<file path="config.mk">
export PLATFORM = sky130hd
export DESIGN_NAME = ppc_classify
export DESIGN_NICKNAME = d
export VERILOG_FILES = /design/src/hw/rtl/ppc_pkg.sv /design/src/hw/rtl/ppc_classify.sv
export SDC_FILE = /design/constraint.sdc
export NUM_CORES = 2
export LEC_CHECK = 0
export BUFFER_PORTS_ARGS = -buffer_cell sky130_fd_sc_hd__clkbuf_2
export CAP_MARGIN = 10
export CORE_ASPECT_RATIO = 0.8
export CORE_MARGIN = 10
export CORE_UTILIZATION = 60
export DETAILED_ROUTE_END_ITERATION = 8
export PLACE_DENSITY = 0.77
export SKIP_LAST_GASP = 1
export SYNTH_ARGS = -nofsm -noshare
export SYNTH_HDL_FRONTEND = slang
export SYNTH_SLANG_ARGS = --single-unit
export TNS_END_PERCENT = 1
</file>
<file path="constraint.sdc">
create_clock -name vclk -period 17.7
set_input_delay 3.54 -clock vclk [all_inputs]
set_output_delay 3.54 -clock vclk [all_outputs]
set_load 0.005 [all_outputs]
</file>
<file path="src/hw/rtl/ppc_pkg.sv">
// Shared types and constants of the point proximity classifier.
package ppc_pkg;

  localparam int unsigned COUNT_BITS = 16;
  localparam int unsigned WIDE_W = 32;
  localparam int unsigned COORD_W = 16;
  localparam int unsigned HIT_W = 16;
  localparam int unsigned CFG_IDX_W = 3;
  localparam int unsigned CFG_DATA_W = 16;
  localparam int unsigned S_TDATA_W = 48;
  localparam int unsigned M_TDATA_W = 24;

  typedef enum logic [CFG_IDX_W-1:0] {
    REG_MIN_DIST   = 3'd0,
    REG_COLL_DIST  = 3'd1,
    REG_CORR_WIDTH = 3'd2,
    REG_CORR_HGT   = 3'd3,
    REG_HIT_LIMIT  = 3'd4
  } reg_idx_e;

  typedef enum logic [2:0] {
    BAND_KEEP     = 3'd0,
    BAND_CORRIDOR = 3'd1,
    BAND_NEAR     = 3'd2,
    BAND_MIDDLE   = 3'd3,
    BAND_FAR      = 3'd4
  } band_e;

  typedef struct packed {
    logic [13:0] min_dist;
    logic [13:0] coll_dist;
    logic [14:0] corr_width;
    logic [14:0] corr_height;
    logic [15:0] hit_limit;
  } cfg_t;

  typedef struct packed {
    logic signed [COORD_W-1:0] x;
    logic signed [COORD_W-1:0] y;
    logic signed [COORD_W-1:0] z;
    logic                      pvalid;
    logic                      last;
  } point_t;

  typedef struct packed {
    logic [HIT_W-1:0] count;
    logic             collide;
  } hit_stat_t;

endpackage

</file>
<file path="src/hw/rtl/ppc_classify.sv">
// Distance banding and corridor test for one registered point.
module ppc_classify (
  input  ppc_pkg::point_t pt_i,
  input  ppc_pkg::cfg_t   cfg_i,
  output ppc_pkg::band_e  band_o
);
  import ppc_pkg::*;

  logic signed [2*COORD_W-1:0] sx, sy, sz;
  logic [WIDE_W-1:0] d2, mn2, co2, far2;
  logic [COORD_W:0]  ay, az;
  logic [COORD_W+1:0] ay2, az2;
  logic in_y, in_z;

  always_comb begin
    sx   = pt_i.x * pt_i.x;
    sy   = pt_i.y * pt_i.y;
    sz   = pt_i.z * pt_i.z;
    d2   = WIDE_W'(unsigned'(sx)) + WIDE_W'(unsigned'(sy)) + WIDE_W'(unsigned'(sz));
    mn2  = WIDE_W'(cfg_i.min_dist) * WIDE_W'(cfg_i.min_dist);
    co2  = WIDE_W'(cfg_i.coll_dist) * WIDE_W'(cfg_i.coll_dist);
    far2 = {co2[WIDE_W-3:0], 2'b00};
    ay   = pt_i.y[COORD_W-1] ? (COORD_W+1)'(-$signed({pt_i.y[COORD_W-1], pt_i.y}))
                             : {1'b0, pt_i.y};
    az   = pt_i.z[COORD_W-1] ? (COORD_W+1)'(-$signed({pt_i.z[COORD_W-1], pt_i.z}))
                             : {1'b0, pt_i.z};
    ay2  = {ay, 1'b0};
    az2  = {az, 1'b0};
    in_y = ay2 < (COORD_W+2)'(cfg_i.corr_width);
    in_z = az2 < (COORD_W+2)'(cfg_i.corr_height);

    if (!pt_i.pvalid) begin
      band_o = BAND_KEEP;
    end else if (in_y && in_z && (d2 < co2) && (d2 > mn2)) begin
      band_o = BAND_CORRIDOR;
    end else if (d2 < mn2) begin
      band_o = BAND_KEEP;
    end else if (d2 < co2) begin
      band_o = BAND_NEAR;
    end else if (d2 < far2) begin
      band_o = BAND_MIDDLE;
    end else begin
      band_o = BAND_FAR;
    end
  end

endmodule

</file>
==> summary.txt <==
Timing
  • Hold Vio Cnt, Final: 0
  • Hold Slack: 7600 ps
  • FMAX: 0.0579 GHz
  • Setup Viol. Count Final: 0
  • Worst-Margin Slew: 773 ps
  • Final worst path period share: 97.7%
  • Slew margin rel.: between 40% and 50%
  • Minimum clock period: roughly 17,000 ps
  • Max Slew Vio Count: 0
  • Final setup margin: 416 ps
  • Unrepaired setup endpoints after global routing: no
  • Setup TNS: 0 ps

Synthesis
  • Seq/Total Area, Yosys: 0%
  • Top-area cell type share of the netlist area: 51.6%
  • Xor/xnor share of the synthesized area: 3.48%
  • Mean Syn Cell Area: 9.34 um2
  • Main combinational cell family by area after synthesis: adder cells
  • Leading area contributor after synthesis: fa_1
  • Ranking of synthesized cells by area: fa_1 (52%), ha_1 (15%), inv_1 (12%)
  • Synth Area in Adders: 66.8%
  • Synthesized net count: 6,039
  • Synth Area in Simple Gates: around 11%
  • Synth warn: 0
  • Synth Area in Compound Gates: 5.35%
  • Synthesized cell area: 40,800 um2
  • Post-Synthesis Cells: about 4,400
  • Distinct cells, synth: 66
  • Multiplexer share of the synthesized area: 0.181%

Cells and area
  • Layout cells sized above 1: 4.43%
  • Nets: 6,095
  • Filler Cell Count: 5,598
  • # clk buffers: 0
  • Sequential cells: 0
  • Ant. Diodes: 0
  • Sequential cell area: 0 um2
  • Final instance area: approximately 43,000 um2
  • Synthesis-to-finish area growth: 4.20%

Global route
  • Largest net degree at the start of global routing: 42
  • Total grt overflow: 0
  • Layer with the highest usage: met2
  • Antenna violations before repair: 1
  • Vias in the first global route: 31,391
  • Met1 usage: 33.5%
  • Overall global routing resource usage: 24.5%
  • Grt met2 use: 40.9%
  • Grt met3 use: about 4.5%
  • First-pass GRT wire length: between 150 and 200 mm

Critical path
  • Crit Path Class: primary input to output pin
  • Critical path origin: pt_i[11]
  • Crit Path Max Fanout: 16
  • Critical Path Sink Type: output pin
  • Worst setup SP type: primary input
  • Most used cell along the critical path: fa_1
  • Data arrival, critical path: 13,740 ps
  • CP max stage cell: fa_1
  • CP required: roughly 14,000 ps
  • Delay of the slowest critical-path stage: 610 ps

Route
  • Via count: 28,173
  • First drt pass iteration count: 5
  • Total routed wirelength: 91.0 mm
  • 1st-iter DRT viols: ~1,600
  • ANT nets after route: 0
  • DR WL/cell: 17.1 um
  • Number of remaining DRC errors: 0
  • Via/cell ratio: 5.28

Place
  • Pre-CTS setup slack: 273 ps
  • Area after DPL: 42,500 um2
  • Dpl hpwl: 82.6 mm
  • RD Place Congestion: 0.920
  • Buffers on Ports: 110

Die
  • Core area: roughly 67,000 um2
  • Horiz. Die Dim: 312 um
  • I/O pin cnt: approximately 130
  • Initial Utilization: approximately three fifths
  • Rows: between 80 and 90
  • Die H: ~250 um
  • Die Area: 78,900 um2

Clocking
  • Post-CTS resize count: 0
  • CTS Hold Bufs: 0
  • Post-CTS setup buffer count: 0

Status
  • Status: finished, final reports clean

Worst hold path
  • Hold Crit Class: primary input to output pin
  • Min-delay src: pt_i[1]

Run
  • Max Cap Violations: 0
layout make-up:
cell class	count	area, um2	area share, %
inverter	1326	4980	11.7
multi-input combinational	2935	35500	83.4
tap	913	1140	2.69
timing repair buffer	162	947	2.23
worst paths after layout:
kind | to | slack (ps) | depth (start not counted)
max | band_o[2] | 420 | 37
min | band_o[0] | 7600 | 4
per-layer routing:
layer	share of wire (%)	routed length [um]	up-vias
met5	0.011	10	-
met4	2.1	1900	2
met3	8.2	7460	110
met2	48	43300	854
met1	42	38400	14229
li1	-	-	12978
cell usage in the layout (no fill, tap or decap), types with 23 or more instances in the layout:
master	count
buf_4	51
ha_1	495
nand2_1	297
clkbuf_2	110
xnor2_1	117
o21ai_0	59
o21a_1	31
nand3_1	27
a21o_1	48
nor2_1	121
nand2b_1	40
and2_1	264
inv_1	1324
nor2b_1	36
a21oi_1	86
nor3_1	23
xor2_1	42
fa_1	1051
cells by family after synthesis:
logic type	Yosys count
muxes	7
adders and majority gates	1547
buffers and inverters	1434
xor gates and xnor gates	162
AOI/OAI and AO/OA	328
and+or+nand+nor	891
through the flow:
stage,cells,util (%)
floorplan,4369,-
global placement,5336,63.1
detailed placement,5336,63.1
CTS,5336,63.1
global route,5336,63.2
finish,5336,63.2
cell usage after synthesis (all sizes together) (3+ instances only):
master and n:
a21boi 3, xnor2 119, a21o 48, o31ai 10, a221oi 3, nor4b 5
a31o 6, o21bai 7, nand2b 40, or2 14, a211o 3, o21a 31
a31oi 9, nand2 297, and2 265, a211oi 8, nor2 123, nor2b 36
nand3b 3, ha 495, and3 13, clkbuf 107, a2111oi 10, fa 1051
inv 1324, xor2 43, or4 6, a21oi 86, or3 13, mux2 3
nor3 23, nor4 6, o21ai 59, o2111ai 4, mux2i 4, nand4 15
nand3 27, o211ai 15, o311ai 3, o41ai 5
worst max-delay path: cells and delay by family:
family	cells	cell delay (ps)
AOI/OAI and AO/OA	8	2000
and+or+nand+nor	8	1570
buffers and inverters	9	1440
adders and majority gates	11	5020
xor gates and xnor gates	1	160
Power is left out: the tool's default activity adds up to more than one toggle a clock period on the data nets, which glitch-free logic cannot reach.
