==> src/hw/rtl/ppc_pkg.sv <==
// Shared types and constants of the point proximity classifier.
package ppc_pkg;

  localparam int unsigned COUNT_BITS = 16;
  localparam int unsigned WIDE_W = 32;
  localparam int unsigned COORD_W = 16;
  localparam int unsigned HIT_W = 16;
  localparam int unsigned CFG_IDX_W = 3;
  localparam int unsigned CFG_DATA_W = 16;
  localparam int unsigned S_TDATA_W = 48;
  localparam int unsigned M_TDATA_W = 24;

  typedef enum logic [CFG_IDX_W-1:0] {
    REG_MIN_DIST   = 3'd0,
    REG_COLL_DIST  = 3'd1,
    REG_CORR_WIDTH = 3'd2,
    REG_CORR_HGT   = 3'd3,
    REG_HIT_LIMIT  = 3'd4
  } reg_idx_e;

  typedef enum logic [2:0] {
    BAND_KEEP     = 3'd0,
    BAND_CORRIDOR = 3'd1,
    BAND_NEAR     = 3'd2,
    BAND_MIDDLE   = 3'd3,
    BAND_FAR      = 3'd4
  } band_e;

  typedef struct packed {
    logic [13:0] min_dist;
    logic [13:0] coll_dist;
    logic [14:0] corr_width;
    logic [14:0] corr_height;
    logic [15:0] hit_limit;
  } cfg_t;

  typedef struct packed {
    logic signed [COORD_W-1:0] x;
    logic signed [COORD_W-1:0] y;
    logic signed [COORD_W-1:0] z;
    logic                      pvalid;
    logic                      last;
  } point_t;

  typedef struct packed {
    logic [HIT_W-1:0] count;
    logic             collide;
  } hit_stat_t;

endpackage

==> src/hw/rtl/ppc_hit_counter.sv <==
// Per-frame corridor hit counter and collision flag.
module ppc_hit_counter (
  input  logic                    clk_i,
  input  logic                    rst_ni,
  input  logic                    fire_i,
  input  logic                    hit_i,
  input  logic                    last_i,
  input  logic [15:0]             limit_i,
  output ppc_pkg::hit_stat_t      stat_o
);
  import ppc_pkg::*;

  localparam logic [COUNT_BITS-1:0] CountMax = {COUNT_BITS{1'b1}};
  localparam logic [WIDE_W-1:0] HitMax = WIDE_W'({HIT_W{1'b1}});

  logic [COUNT_BITS-1:0] hits_q, hits_d, hits_inc;
  logic                  flag_q, flag_d, flag_new;
  logic [WIDE_W-1:0]     hits_wide;

  always_comb begin
    hits_inc  = (hit_i && (hits_q != CountMax)) ? hits_q + 1'b1 : hits_q;
    flag_new  = flag_q | (hit_i && (WIDE_W'(hits_inc) > WIDE_W'(limit_i)));
    hits_wide = WIDE_W'(hits_inc);
    stat_o.count   = (hits_wide > HitMax) ? {HIT_W{1'b1}} : hits_wide[HIT_W-1:0];
    stat_o.collide = flag_new;
    hits_d = hits_q;
    flag_d = flag_q;
    if (fire_i) begin
      hits_d = last_i ? '0 : hits_inc;
      flag_d = last_i ? 1'b0 : flag_new;
    end
  end

  always_ff @(posedge clk_i or negedge rst_ni) begin
    if (!rst_ni) begin
      hits_q <= '0;
      flag_q <= 1'b0;
    end else begin
      hits_q <= hits_d;
      flag_q <= flag_d;
    end
  end

  a_frame_clear: assert property (@(posedge clk_i) disable iff (!rst_ni)
    (fire_i && last_i) |=> (hits_q == '0 && !flag_q))
    else $error("hit state not cleared after frame end");

  a_count_monotonic: assert property (@(posedge clk_i) disable iff (!rst_ni)
    (fire_i && !last_i) |=> (hits_q >= $past(hits_q)))
    else $error("hit count decreased within a frame");

  a_flag_needs_hit: assert property (@(posedge clk_i) disable iff (!rst_ni)
    $rose(flag_q) |-> $past(fire_i && hit_i))
    else $error("collision flag rose without a corridor hit");

endmodule

==> config.mk <==
export PLATFORM = sky130hd
export DESIGN_NAME = ppc_hit_counter
export DESIGN_NICKNAME = d
export VERILOG_FILES = /design/src/hw/rtl/ppc_pkg.sv /design/src/hw/rtl/ppc_hit_counter.sv
export SDC_FILE = /design/constraint.sdc
export NUM_CORES = 1
export LEC_CHECK = 0
export ABC_AREA = 0
export BUFFER_PORTS_ARGS = -buffer_cell sky130_fd_sc_hd__buf_4
export CAP_MARGIN = 20
export CORE_MARGIN = 4
export CORE_UTILIZATION = 35
export CTS_BUF_LIST = sky130_fd_sc_hd__clkbuf_4
export DETAILED_ROUTE_END_ITERATION = 10
export PLACE_DENSITY_LB_ADDON = 0.1
export SLEW_MARGIN = 20
export SYNTH_ARGS = -nofsm -noshare
export SYNTH_HDL_FRONTEND = slang
export SYNTH_SLANG_ARGS = --single-unit
==> constraint.sdc <==
create_clock -name clk_i -period 2.8 [get_ports clk_i]
set_input_delay 0.28 -clock clk_i [delete_from_list [all_inputs] [get_ports clk_i]]
set_output_delay 0.28 -clock clk_i [all_outputs]
set_load 0.02 [all_outputs]
==> tab_implementation.tex <==
\begin{tabular}{lr}
\hline
Metric & Value \\
\hline
\multicolumn{2}{l}{\textbf{Synth}} \\
\quad EDFF count, synth & 0 \\
\quad Number of nets produced by synthesis & $\sim$260 \\
\quad Leading area contributor after synthesis & dfrtp\_1 \\
\quad Area share of the largest cell type after synthesis & 0.2368 \\
\quad Synth Register Bits & 17 \\
\quad Area of the mapped netlist & approximately 1800 um\^{}2 \\
\quad Synth area leaders & dfrtp\_1 (24\%), ha\_1 (12\%), inv\_1 (5.0\%) \\
\quad Count of unique library cells instantiated by Yosys & between 50 and 60 \\
\quad Mean instance size in the synthesized netlist & 8.057 um\^{}2 \\
\quad Warnings, synthesis & 0 \\
\quad Cell types with the highest counts after synthesis & inv\_1 (24), nand2\_1 (23), dfrtp\_1 (17), ha\_1 (17), nor2\_1 (12) \\
\quad Cell with the most instances after synthesis & inv\_1 \\
\quad Main flop type after synthesis & dfrtp\_1 \\
\quad Sequential cell area fraction in the yosys report & 0.2368 \\
\quad Fraction of registers with async set/reset & 1.000 \\
\quad Synthesized netlist cell count & between 200 and 250 \\
\multicolumn{2}{l}{\textbf{Routing}} \\
\quad Post-route DRC & 0 \\
\quad Number of vias per cell & 5.176 \\
\quad Antenna-violating nets left & 0 \\
\quad Initial DRT Pass Iterations & 4 \\
\quad Average wire per standard cell & 14.58 um \\
\quad DRC violation total after the first TritonRoute iteration & 97 \\
\quad Met2 wire length & 2.891 mm \\
\quad Routed wire length & about 5.8 mm \\
\quad Top layer reached by signal wires & met4 \\
\quad Routed wl met3 & 240 um \\
\quad Total vias in the final route & slightly above 2k \\
\quad WL met1 & 2.595 mm \\
\multicolumn{2}{l}{\textbf{Placement}} \\
\quad Placement-stage cell area & 2728 um\^{}2 \\
\quad Number of port buffers & 37 \\
\quad DPL Wire Length & about 4.7 mm \\
\quad Routability congestion estimate & 0.8407 \\
\quad Number of instances in the placed design & 387 \\
\multicolumn{2}{l}{\textbf{Worst hold path}} \\
\quad Hold Crit Endpoint & hits\_q[9] \\
\quad Hold Path Stages & 2 \\
\quad Class of the tightest hold or removal check & input port to register \\
\quad HP Start & fire\_i \\
\multicolumn{2}{l}{\textbf{Critical path}} \\
\quad CP Data Required Time & around 2.5 ns \\
\quad Startpoint type of the worst setup path & register \\
\quad Worst r2r path cells & 10 \\
\quad Maximum fanout count along the critical path & 4 \\
\quad Flop2flop setup slack & -0.09 ns \\
\quad Class of the most critical setup path & register to output port \\
\quad Endpoint class of the critical path & output port \\
\quad Endpoint of the lowest-slack register-to-register path & flag\_q \\
\quad Critical Path AT & 3.06 ns \\
\quad Startpoint of the worst register-to-register path & hits\_q[10] \\
\multicolumn{2}{l}{\textbf{Timing}} \\
\quad Period utilisation layout & 1.194 \\
\quad Setup repair after global routing missed its margin & true \\
\quad Fin crit period & 3.342 ns \\
\quad Final hold violations & 0 \\
\quad Number of setup violations in the final report & 2 \\
\quad Hold WS & 0.2225 ns \\
\quad Crit path setup slack, layout & -0.5424 ns \\
\quad Actual transition at the worst max-transition pin & 0.4998 ns \\
\quad Sum Neg Setup Slack & -0.6285 ns \\
\quad Max-slew violation count & 0 \\
\quad Timing-limited maximum frequency & approximately 300 MHz \\
\quad Final worst clock skew & 0.006333 ns \\
\quad Slew margin rel. & 0.6661 \\
\multicolumn{2}{l}{\textbf{Clocking}} \\
\quad Number of clock sinks seen by CTS & 17 \\
\quad Later-pin clock latency in the skew report & 0.31 ns \\
\quad \# H-tree levels & 1 \\
\quad CTS tree & yes \\
\quad Clock root cell & clkbuf\_4 \\
\quad Clock slew at reported path FFs & 0.11 ns \\
\quad Cts bufs inserted & 3 \\
\quad Largest buffer count on any clock path & 2 \\
\multicolumn{2}{l}{\textbf{Power}} \\
\quad Power Dens Cells & $\sim$250 nW/um\^{}2 \\
\quad VDD IR-drop max & 185.5 uV \\
\quad P\_leak & 1.435 nW \\
\multicolumn{2}{l}{\textbf{Die}} \\
\quad Core outline area & around 4800 um\^{}2 \\
\quad Die width & approximately 80 um \\
\quad Number of top-level pins & 38 \\
\quad Row Count & 25 \\
\quad Effective utilization at floorplan & 0.3706 \\
\quad Height of the chip & 79.65 um \\
\quad Die ar. & 6344 um\^{}2 \\
\multicolumn{2}{l}{\textbf{Outcome}} \\
\quad Violated checks & setup timing \\
\quad Run status & finished, violations left \\
\multicolumn{2}{l}{\textbf{Final layout}} \\
\quad Post-route standard cell area excluding fillers & 2925 um\^{}2 \\
\quad Fraction of layout cells with a size suffix above 1 & 0.4788 \\
\quad Synthesis-to-layout area growth & 62.81\% \\
\quad \# nets final & about 370 \\
\quad Diode count & 0 \\
\quad Post-route core utilization & 0.6034 \\
\quad Cell Count, Final, Fillers Out & 397 \\
\multicolumn{2}{l}{\textbf{Global routing}} \\
\quad Global router's overall resource usage & 0.1919 \\
\quad Remaining Overflow, GRT & 0 \\
\quad Wire length of the first global-routing pass & 9.563 mm \\
\quad Antenna violations before repair & 0 \\
\quad Maximum number of pins on one net before global-route repair & 18 \\
\quad Via count of the first global-routing pass & 2,050 \\
\multicolumn{2}{l}{\textbf{Job}} \\
\quad Number of maximum-capacitance constraint violations & 0 \\
\hline
\end{tabular}
## layout make-up
class	instances	area (um^2)
Fill cell	432	1923
Timing Repair Buffer	115	885.9
Multi-Input combinational cell	169	1405
Sequential cell	17	429.2
Inverter	25	93.84
Clock inverter	1	5.005
Clock buffer	3	22.52
Tap cell	67	83.83
## cells by family (layout without fill, tap and decap cells)
family / after synthesis / count (layout) / share of synthesized area
compound gates: 50 / 50 / 0.2110
buf+inv: 37 / 144 / 0.08287
fa+ha+maj: 17 / 17 / 0.1184
flops: 17 / 17 / 0.2368
simple gates: 86 / 86 / 0.2716
mux: 1 / 1 / 0.006267
xor+xnor: 15 / 15 / 0.07312
## cell usage in the layout (no fill, tap or decap), drive strengths merged, types with 4 or more instances in the layout
master	n
o21ai	5
ha	17
nor2	12
or4	4
nand2	24
o211ai	5
a31oi	7
nand4	12
xor2	6
o311ai	5
xnor2	9
inv	24
nand3	10
buf	114
dfrtp	17
a21oi	11
or3	4
## per-layer routing
metal | up-vias | GRT usage
met5 | - | 0
met2 | 39 | 0.3314
li1 | 1031 | -
met1 | 980 | 0.2537
met3 | 5 | 0.01919
met4 | 0 | 0.05155
## state kept, by name, indices dropped and copies added, names as in the netlist
register / flops
flag_q: 1
hits_q: 16
## power by group
| group | internal, W | leakage [nW] | switching [W] |
|---|---|---|---|
| Clock | 0.0000534 | 0.0177 | 0.0000904 |
| Sequential | 0.000261 | 0.228 | 0.0000186 |
| Combinational | 0.000154 | 1.19 | 0.000147 |
## through the flow
step | setup WS, ns | power [W]
finish | -0.5424 | 0.0007245
global route | -0.6625 | 0.0007760
CTS | -0.5250 | 0.0007142
detailed placement | -0.2907 | 0.0005695
global placement | -0.2838 | 0.0005673
floorplan | -0.2611 | 0.0004188
## worst max-delay path, cell delays in order (launching register included)
cell and delay [ns]:
dfrtp_1 0.45, nand4_4 0.10, or3_4 0.44, o21a_1 0.23, xor2_2 0.18, ha_1 0.30
nand4_1 0.13, or4_4 0.52, a21oi_4 0.17, a31oi_2 0.05, buf_4 0.17
## how the worst max path moves through the flow
stage / start / to / slack, ns
2_1_floorplan: hits_q[1] / stat_o[0] / -0.26
3_3_place_gp: hits_q[0] / stat_o[0] / -0.28
3_5_place_dp: hits_q[0] / stat_o[0] / -0.29
4_1_cts: hits_q[10] / stat_o[0] / -0.53
5_1_grt: hits_q[10] / stat_o[0] / -0.66
6_report: hits_q[10] / stat_o[0] / -0.54
## what timing repair did
item | in CTS | in global routing
hold endpoints to repair | 17 | 0
pin swaps | 5 | 5
setup endpoints to repair | 1 | 2
gates resized for setup | 14 | 13
setup buffers | 2 | 3
hold buffers | 1 | 0
No activity file was read; power rests on OpenSTA's default activity.
