### src/hw/rtl/ppc_pkg.sv
// Shared types and constants of the point proximity classifier.
package ppc_pkg;

  localparam int unsigned COUNT_BITS = 16;
  localparam int unsigned WIDE_W = 32;
  localparam int unsigned COORD_W = 16;
  localparam int unsigned HIT_W = 16;
  localparam int unsigned CFG_IDX_W = 3;
  localparam int unsigned CFG_DATA_W = 16;
  localparam int unsigned S_TDATA_W = 48;
  localparam int unsigned M_TDATA_W = 24;

  typedef enum logic [CFG_IDX_W-1:0] {
    REG_MIN_DIST   = 3'd0,
    REG_COLL_DIST  = 3'd1,
    REG_CORR_WIDTH = 3'd2,
    REG_CORR_HGT   = 3'd3,
    REG_HIT_LIMIT  = 3'd4
  } reg_idx_e;

  typedef enum logic [2:0] {
    BAND_KEEP     = 3'd0,
    BAND_CORRIDOR = 3'd1,
    BAND_NEAR     = 3'd2,
    BAND_MIDDLE   = 3'd3,
    BAND_FAR      = 3'd4
  } band_e;

  typedef struct packed {
    logic [13:0] min_dist;
    logic [13:0] coll_dist;
    logic [14:0] corr_width;
    logic [14:0] corr_height;
    logic [15:0] hit_limit;
  } cfg_t;

  typedef struct packed {
    logic signed [COORD_W-1:0] x;
    logic signed [COORD_W-1:0] y;
    logic signed [COORD_W-1:0] z;
    logic                      pvalid;
    logic                      last;
  } point_t;

  typedef struct packed {
    logic [HIT_W-1:0] count;
    logic             collide;
  } hit_stat_t;

endpackage

### src/hw/rtl/ppc_cfg_regs.sv
// Configuration register file of the point proximity classifier.
module ppc_cfg_regs (
  input  logic                          clk_i,
  input  logic                          rst_ni,
  input  logic                          cfg_valid_i,
  output logic                          cfg_ready_o,
  input  logic [ppc_pkg::CFG_IDX_W-1:0] cfg_index_i,
  input  logic [ppc_pkg::CFG_DATA_W-1:0] cfg_data_i,
  output ppc_pkg::cfg_t                 cfg_o
);
  import ppc_pkg::*;

  cfg_t cfg_q, cfg_d;

  assign cfg_ready_o = 1'b1;

  always_comb begin
    cfg_d = cfg_q;
    if (cfg_valid_i) begin
      unique case (cfg_index_i)
        REG_MIN_DIST:   cfg_d.min_dist    = cfg_data_i[13:0];
        REG_COLL_DIST:  cfg_d.coll_dist   = cfg_data_i[13:0];
        REG_CORR_WIDTH: cfg_d.corr_width  = cfg_data_i[14:0];
        REG_CORR_HGT:   cfg_d.corr_height = cfg_data_i[14:0];
        REG_HIT_LIMIT:  cfg_d.hit_limit   = cfg_data_i;
        default:        cfg_d = cfg_q;
      endcase
    end
  end

  always_ff @(posedge clk_i or negedge rst_ni) begin
    if (!rst_ni) begin
      cfg_q.min_dist    <= 14'd500;
      cfg_q.coll_dist   <= 14'd4000;
      cfg_q.corr_width  <= 15'd1200;
      cfg_q.corr_height <= 15'd400;
      cfg_q.hit_limit   <= 16'd20;
    end else begin
      cfg_q <= cfg_d;
    end
  end

  assign cfg_o = cfg_q;

endmodule

### config.mk
export PLATFORM = sky130hd
export DESIGN_NAME = ppc_cfg_regs
export DESIGN_NICKNAME = d
export VERILOG_FILES = /design/src/hw/rtl/ppc_pkg.sv /design/src/hw/rtl/ppc_cfg_regs.sv
export SDC_FILE = /design/constraint.sdc
export NUM_CORES = 1
export LEC_CHECK = 0
export ABC_AREA = 1
export BUFFER_PORTS_ARGS = -buffer_cell sky130_fd_sc_hd__clkbuf_2
export CAP_MARGIN = 20
export CORE_MARGIN = 2
export CORE_UTILIZATION = 52
export CTS_CLUSTER_SIZE = 30
export DETAILED_ROUTE_END_ITERATION = 12
export PLACE_DENSITY = 0.82
export SLEW_MARGIN = 20
export SYNTH_ARGS = -nofsm -noshare
export SYNTH_HDL_FRONTEND = slang
export SYNTH_SLANG_ARGS = --single-unit
### constraint.sdc
create_clock -name clk_i -period 1.3 [get_ports clk_i]
set_clock_uncertainty 0.15 [all_clocks]
set_input_delay 0.065 -clock clk_i [delete_from_list [all_inputs] [get_ports clk_i]]
set_output_delay 0.065 -clock clk_i [all_outputs]
set_load 0.01 [all_outputs]
==> impl_summary.txt, run 1 <==
----------------------------------------------------
[Outcome]
  Run status ... complete, no violations

[Synth]
  Synthesized net count ... about 360
  Compound-Gate Fraction of Synth Area ... 0%
  Synth Register Bits ... 74
  Synth unique cells ... 13
  Area share of the leading cell type in the synthesized netlist ... 44.30%
  Adder-cell area share of the yosys netlist ... 0%
  Post-synthesis share of cell area spent on xor and xnor gates ... 0%
  Main combinational cell family by area after synthesis ... simple AND/OR/NAND/NOR gates
  Post-synthesis cell type with the largest combined area ... sky130_fd_sc_hd__dfrtp_1
  Number of cells produced by synthesis ... about 330
  Warning count from the yosys run ... 0
  Syn Area/Cell ... ~9.0 um2
  Leading post-synthesis cells by cell area ... sky130_fd_sc_hd__dfrtp_1 44%, sky130_fd_sc_hd__nand2_1 21%, sky130_fd_sc_hd__dfstp_2 18%
  Proportion of synthesized area in mux cells ... 0%
  Area share of and/or/nand/nor cells after synthesis ... roughly 33%
  Portion of the post-synthesis area used by sequential elements ... 62.72%
  Summed instance area of the synthesized netlist ... 2994 um2

[Drt]
  Uppermost routed layer ... met4
  Via total after detailed routing ... 2739
  DRC marker count from the first detailed-route iteration ... 160
  Drt pass-1 iters ... 5
  Met2 WL ... 3957 um
  ANT nets after route ... 0
  Detailed Route WL ... 8005 um
  Via density per instance ... 5.168
  Residual DRC count ... 0
  Routed length on met1 ... 3382 um
  Wirelength per Cell ... between 15 and 20 um
  Detailed-routed wire length on met3 ... 506 um

[Die]
  Die height ... 79.88 um
  I/O pin cnt ... 97
  Core Area ... 5540 um2
  Die Outline Area ... approximately 6400 um2
  Die width ... 79.88 um
  Number of core rows ... 27
  Initial core utilization ... 54.04%

[Clock network]
  CTS H-Tree Depth ... 3
  TritonCTS clock tree ... done
  Insertion delay of the later-clocked pin in the worst-skew pair ... 320 ps
  Number of CTS-inserted buffers ... 9
  Postcts setup bufs ... 0
  Clock-pin slew on the worst setup and hold paths ... 70 ps
  Total clock sinks ... 74
  Root Buffer Master ... sky130_fd_sc_hd__clkbuf_8
  Number of buffers on the longest clock path ... 2

[Critical path]
  Critical path start-end classification ... flip-flop to output pin
  Largest fanout of any net on the critical path ... 2
  Kind of end point of the critical path ... output pin
  Data arrival time of the critical path ... 1000 ps
  Slowest stage delay, CP ... 540 ps
  CP Data Required Time ... between 1000 and 1500 ps
  Delay-heaviest family, CP ... flip-flops
  Worst path slowest cell ... sky130_fd_sc_hd__dfstp_2
  Buf/Inv on CP ... 1
  List of cells traversed by the critical path ... clkbuf_2
  CP Launch Type ... flip-flop

[Power]
  Cell Int Power ... 4.068 mW
  Power spent charging and discharging nets ... 1.864 mW
  Sw Share ... 31.42%
  Portion of total power attributed to sequential cells ... 52.0%
  Fraction of power consumed by the clock network ... approximately a quarter
  Reported leakage power ... ~2.2 nW
  Total power density per cell area ... 1509 nW/um2
  IR drop worst, VDD ... 0.9571 mV
  Combinational fraction of design power ... 23.2%

[Placement]
  Post-detail-place hpwl ... between 5000 and 6000 um
  Input/output buffers ... 95
  Routability Congestion ... 0.8283
  # placed instances ... 494

[Layout]
  Non-filler cells, final ... 530
  Area overhead of the layout relative to synthesis ... 31.34%
  Fraction of final layout cells with drive strength greater than 1 ... 32.97%
  Antenna Diode Count ... 0
  Number of nets at the end of the flow ... around 480
  Largest register FFs ... 74

[GRT]
  Largest net degree at the start of global routing ... 75
  Antenna violations before repair ... 0
  Combined global-route utilization of all metal layers ... 26.17%
  Via count of the first global-routing pass ... 2518
  First-pass GRT wire length ... 12680 um
  Global route total overflow ... 0

[STA]
  Final setup violating endpoints ... 0
  Final period util ... 93.69%
  Max Transition Viols Final ... 0
  TNS Setup ... 0 ps
  Hold slack ... 73.94 ps
  Setup repair after global routing missed its margin ... false
  Final number of hold-violating endpoints ... 0
  Min Clock Period, post-route ... about 1200 ps
  Fmax achieved ... 0.8211 GHz

[Hold path]
  Worst min path class ... input port to flip-flop

[Job]
  Max-capacitance violation count ... 0

----------------------------------------------------
## worst paths after layout
path	from	endpoint	slack (ps)	cells after the start
worst max-delay path	cfg_o[66]$_DFFE_PN1P_	cfg_o[66]	80	1
worst max register to register	cfg_o[20]$_DFFE_PN1P_	cfg_o[20]$_DFFE_PN1P_	400	2
min in group asynchronous	rst_ni	cfg_o[18]$_DFFE_PN0P_	120	3
max in group asynchronous	rst_ni	cfg_o[36]$_DFFE_PN1P_	500	3
worst min register to register	cfg_o[36]$_DFFE_PN1P_	cfg_o[36]$_DFFE_PN1P_	310	2
worst min-delay path	cfg_index_i[2]	cfg_o[23]$_DFFE_PN1P_	70	6
## Yosys cell counts, drive strengths merged
library cell and count:
nor2 5, dfstp 21, inv 6, clkbuf 1, dfrtp 53, buf 17, conb 1, nand2 171
nand3 59
## tightest hold or removal path, delay by kind of cell
family / cells / cell delay, ps
and+or+nand+nor: 4 / 300
buffers and inverters: 2 / 180
## metal layers
metal	GRT usage [%]	up-vias
li1	-	1289
met1	37.12	1311
met2	40.58	122
met3	4.186	17
met4	10.17	0
met5	0	-
## power by group through the flow
| stage | combinational [mW] | sequential, mW | clock (mW) |
|---|---|---|---|
| 5_1_grt | 1.52 | 3.12 | 1.60 |
| 4_1_cts | 1.38 | 3.08 | 1.49 |
| 3_5_place_dp | 1.33 | 3.11 | 0 |
| 2_1_floorplan | 0.426 | 3.30 | 0 |
| 3_3_place_gp | 1.28 | 3.11 | 0 |
| 6_report | 1.37 | 3.08 | 1.47 |
## cell type report
class / count / area (um2)
timing repair buffer: 126 / 783.3
inverter: 6 / 22.52
sequential: 74 / 1878
multi-input combinational: 236 / 1002
clock inverter: 3 / 17.52
tap: 72 / 90.09
clock buffer: 13 / 138.9
fill: 429 / 1608
## placed cells by master, fill, tap and decap left out, drive strengths merged
master,n
clkbuf,107
dlygate4sd3,20
clkinvlp,1
dfrtp,53
dfstp,21
inv,6
clkinv,2
buf,12
nand3,59
nor2,5
nand2,171
conb,1
## kinds of logic (layout without fill, tap and decap cells)
family | after synthesis | in the layout
buf+inv | 24 | 148
flops | 74 | 74
other cells | 1 | 1
simple gates | 235 | 235
## stage by stage
step	total power [mW]	area (um2)	util, %	worst slack [ps]
CTS	5.947	3933	70.98	34.47
detailed placement	4.437	3576	64.54	83.92
finish	5.932	3933	70.98	82.06
floorplan	3.722	2994	-	313.6
global placement	4.388	3576	64.54	127.8
global route	6.239	3933	70.98	33.43
## repair_timing
item,CTS,global route
endpoints found under the hold margin,148,1
hold buffers,20,1
endpoints found under the setup margin,0,1
gates resized for setup,0,0
No activity file was read; power rests on OpenSTA's default activity.
==> run 2: changes to the inputs <==
Settings changed: CTS_BUF_LIST set to sky130_fd_sc_hd__clkbuf_2 sky130_fd_sc_hd__clkbuf_4 sky130_fd_sc_hd__clkbuf_8.
==> run 2 against run 1 <==
- the run now ends with negative hold slack left
- first-iteration DRC count increased by 56%
- sequential cell count unchanged
- via count increased by 1.1%
- total power increased by 1.6%
- critical path type unchanged
- combinational power about the same
- sequential power about the same
- final area increased by 0.13%
- largest cell class unchanged
- clock-buffer cell count unchanged
- hold slack got worse by 90 ps
- clock power increased by 7%
- fmax decreased by 2.2%
==> impl_summary.txt, run 2 (same netlist as run 1, synthesis figures left out) <==
----------------------------------------------------
[Drt]
  DRC marker count from the first detailed-route iteration ... 249 (was 160)
  Residual DRC count ... 0 (unchanged)
  Via density per instance ... 5.233 (was 5.168)
  ANT nets after route ... 0 (unchanged)
  Detailed Route WL ... 8041 um (was 8005 um)
  Via total after detailed routing ... 2768 (was 2739)
  Wirelength per Cell ... 15.20 um (was 15.10 um)
  Drt pass-1 iters ... 5 (unchanged)

[Clock network]
  Root Buffer Master ... sky130_fd_sc_hd__clkbuf_8 (unchanged)
  Number of gates given a new drive strength after cts ... 0 (unchanged)
  TritonCTS clock tree ... done (unchanged)
  Number of CTS-inserted buffers ... 9 (unchanged)
  Number of buffers on the longest clock path ... 2 (unchanged)
  CTS H-Tree Depth ... 3 (unchanged)
  Clock-pin slew on the worst setup and hold paths ... 80 ps (was 70 ps)
  Total clock sinks ... 74 (unchanged)
  Insertion delay of the later-clocked pin in the worst-skew pair ... 330 ps (was 320 ps)

[Die]
  Die height ... 79.88 um (unchanged)
  Initial core utilization ... 54.04% (unchanged)
  Number of core rows ... 27 (unchanged)
  Die width ... 79.88 um (unchanged)
  Core Area ... 5540 um2 (unchanged)
  I/O pin cnt ... 97 (unchanged)
  Die Outline Area ... 6381 um2 (unchanged)

[Critical path]
  Largest fanout of any net on the critical path ... 2 (unchanged)
  Kind of end point of the critical path ... output pin (unchanged)
  Number of cells traversed by the worst register-to-register path ... 2 (unchanged)
  CP Data Required Time ... 1090 ps (about the same)
  Worst path slowest cell ... sky130_fd_sc_hd__dfstp_2 (unchanged)
  Critical path start-end classification ... flip-flop to output pin (unchanged)
  Destination of the worst register-to-register timing path ... cfg_o[20]$_DFFE_PN1P_ (unchanged)
  CP Launch Type ... flip-flop (unchanged)
  Data arrival time of the critical path ... 1030 ps (was 1000 ps)
  Delay-heaviest family, CP ... flip-flops (unchanged)
  Slowest stage delay, CP ... 550 ps (was 540 ps)
  Startpoint of the lowest-slack register-to-register path ... cfg_o[20]$_DFFE_PN1P_ (unchanged)
  List of cells traversed by the critical path ... clkbuf_2 (unchanged)
  Reg2reg setup slack ... 400 ps (about the same)
  Buf/Inv on CP ... 1 (unchanged)

[Layout]
  Number of nets at the end of the flow ... 474 (was 475)
  Most frequent cells in the layout ... 167 x sky130_fd_sc_hd__nand2_1, 94 x sky130_fd_sc_hd__clkbuf_2, 59 x sky130_fd_sc_hd__nand3_1, 53 x sky130_fd_sc_hd__dfrtp_1, 21 x sky130_fd_sc_hd__dfstp_2 (unchanged)
  Area overhead of the layout relative to synthesis ... 31.51% (was 31.34%)
  Fraction of final layout cells with drive strength greater than 1 ... 33.92% (was 32.97%)
  Most common library cell in the layout ignoring fill and taps ... sky130_fd_sc_hd__nand2_1 (unchanged)
  Antenna Diode Count ... 0 (unchanged)
  Largest register FFs ... 74 (unchanged)

[Placement]
  Input/output buffers ... 95 (unchanged)
  Routability Congestion ... 0.8283 (unchanged)
  Setup WS pre-CTS ... 83.92 ps (unchanged)
  Post-detail-place hpwl ... 5269 um (unchanged)

[Job]
  Max-capacitance violation count ... 0 (unchanged)

[GRT]
  Grt met1 use ... 39.09% (was 37.12%)
  Largest net degree at the start of global routing ... 75 (unchanged)
  Global-route track usage on met2 ... 40.00% (was 40.58%)
  Via count of the first global-routing pass ... 2554 (was 2518)
  Global route total overflow ... 0 (unchanged)
  Antenna violations before repair ... 0 (unchanged)
  GR peak layer ... met2 (unchanged)
  First-pass GRT wire length ... 12930 um (was 12680 um)
  GR Layer Usage met3 ... 4.299% (was 4.186%)
  Combined global-route utilization of all metal layers ... 26.83% (was 26.17%)

[STA]
  Setup repair after global routing missed its margin ... false (unchanged)
  TNS Setup ... 0 ps (unchanged)
  Final setup violating endpoints ... 0 (unchanged)
  Final period util ... 95.80% (was 93.69%)
  Fmax achieved ... 0.8030 GHz (was 0.8211 GHz)
  PnR worst setup slack ... 54.64 ps (was 82.06 ps)
  Max Transition Viols Final ... 0 (unchanged)
  Min Clock Period, post-route ... 1245 ps (was 1218 ps)
  Final number of hold-violating endpoints ... 1 (was 0)
  Hold slack ... -15.97 ps (was 73.94 ps)

[Power]
  Total power density per cell area ... 1530 nW/um2 (was 1509 nW/um2)
  Post-layout power ... 6.026 mW (was 5.932 mW)
  IR drop worst, VDD ... 0.9557 mV (was 0.9571 mV)
  Reported leakage power ... 2.206 nW (was 2.197 nW)

[Outcome]
  Failing checks ... negative hold slack
  Run status ... complete, but fails checks (was complete, no violations)

[Hold path]
  Endpoint with the worst hold slack ... cfg_o[15]$_DFFE_PN0P_ (was cfg_o[23]$_DFFE_PN1P_)
  Hold Startpoint ... cfg_valid_i (was cfg_index_i[2])
  Cells on Worst Hold Path ... 5 (was 6)
  Worst min path class ... input port to flip-flop (unchanged)

----------------------------------------------------
[run 2: changes by cell type in the layout (fill, tap and decap cells not counted)]
cell,before,now
sky130_fd_sc_hd__clkbuf_4,0,4
sky130_fd_sc_hd__clkbuf_1,4,0
sky130_fd_sc_hd__dlygate4sd3_1,20,19
[run 2: worst max path at each step]
stage	startpoint	endpoint	slack (ps)	depth (start not counted)
detailed placement	cfg_index_i[0]	cfg_o[0]$_DFFE_PN0P_	80	6
finish	cfg_o[56]$_DFFE_PN1P_	cfg_o[56]	50	1
floorplan	cfg_valid_i	cfg_o[49]$_DFFE_PN0P_	310	7
CTS	cfg_data_i[15]	cfg_o[15]$_DFFE_PN0P_	40	5
global placement	cfg_index_i[0]	cfg_o[14]$_DFFE_PN0P_	130	6
global route	cfg_o[56]$_DFFE_PN1P_	cfg_o[56]	30	1
[run 2: per-layer routing]
| layer | wire length (um) | vias to the layer above |
|---|---|---|
| met1 | 3404 | 1342 |
| met5 | 0 | - |
| met2 | 3957 | 114 |
| met3 | 451 | 24 |
| met4 | 227 | 0 |
| li1 | - | 1288 |
[run 2: power by group]
group          leakage, nW  switching, mW  internal, mW
combinational         1.23          0.819         0.553
sequential           0.886          0.264          2.82
clock               0.0911          0.794         0.774
total                 2.21           1.88          4.15
[run 2: through the flow]
step	instances	utilization, %	area, um2
2_1_floorplan	334	-	2994
3_3_place_gp	494	64.54	3576
3_5_place_dp	494	64.54	3576
4_1_cts	530	71.25	3948
5_1_grt	529	71.07	3938
6_report	529	71.07	3938
[run 2: layout make-up]
cell class	instances	area (um2)
Tap cell	72	90.09
Clock inverter	3	17.52
Fill cell	431	1603
Sequential cell	74	1878
Multi-Input combinational cell	236	1002
Timing Repair Buffer	125	773.2
Clock buffer	13	153.9
Inverter	6	22.52
[run 2: timing repair]
item,CTS,global route
hold buffers,20,0
endpoints found under the hold margin,148,0
setup endpoints to repair,0,1
buffers inserted,0,0
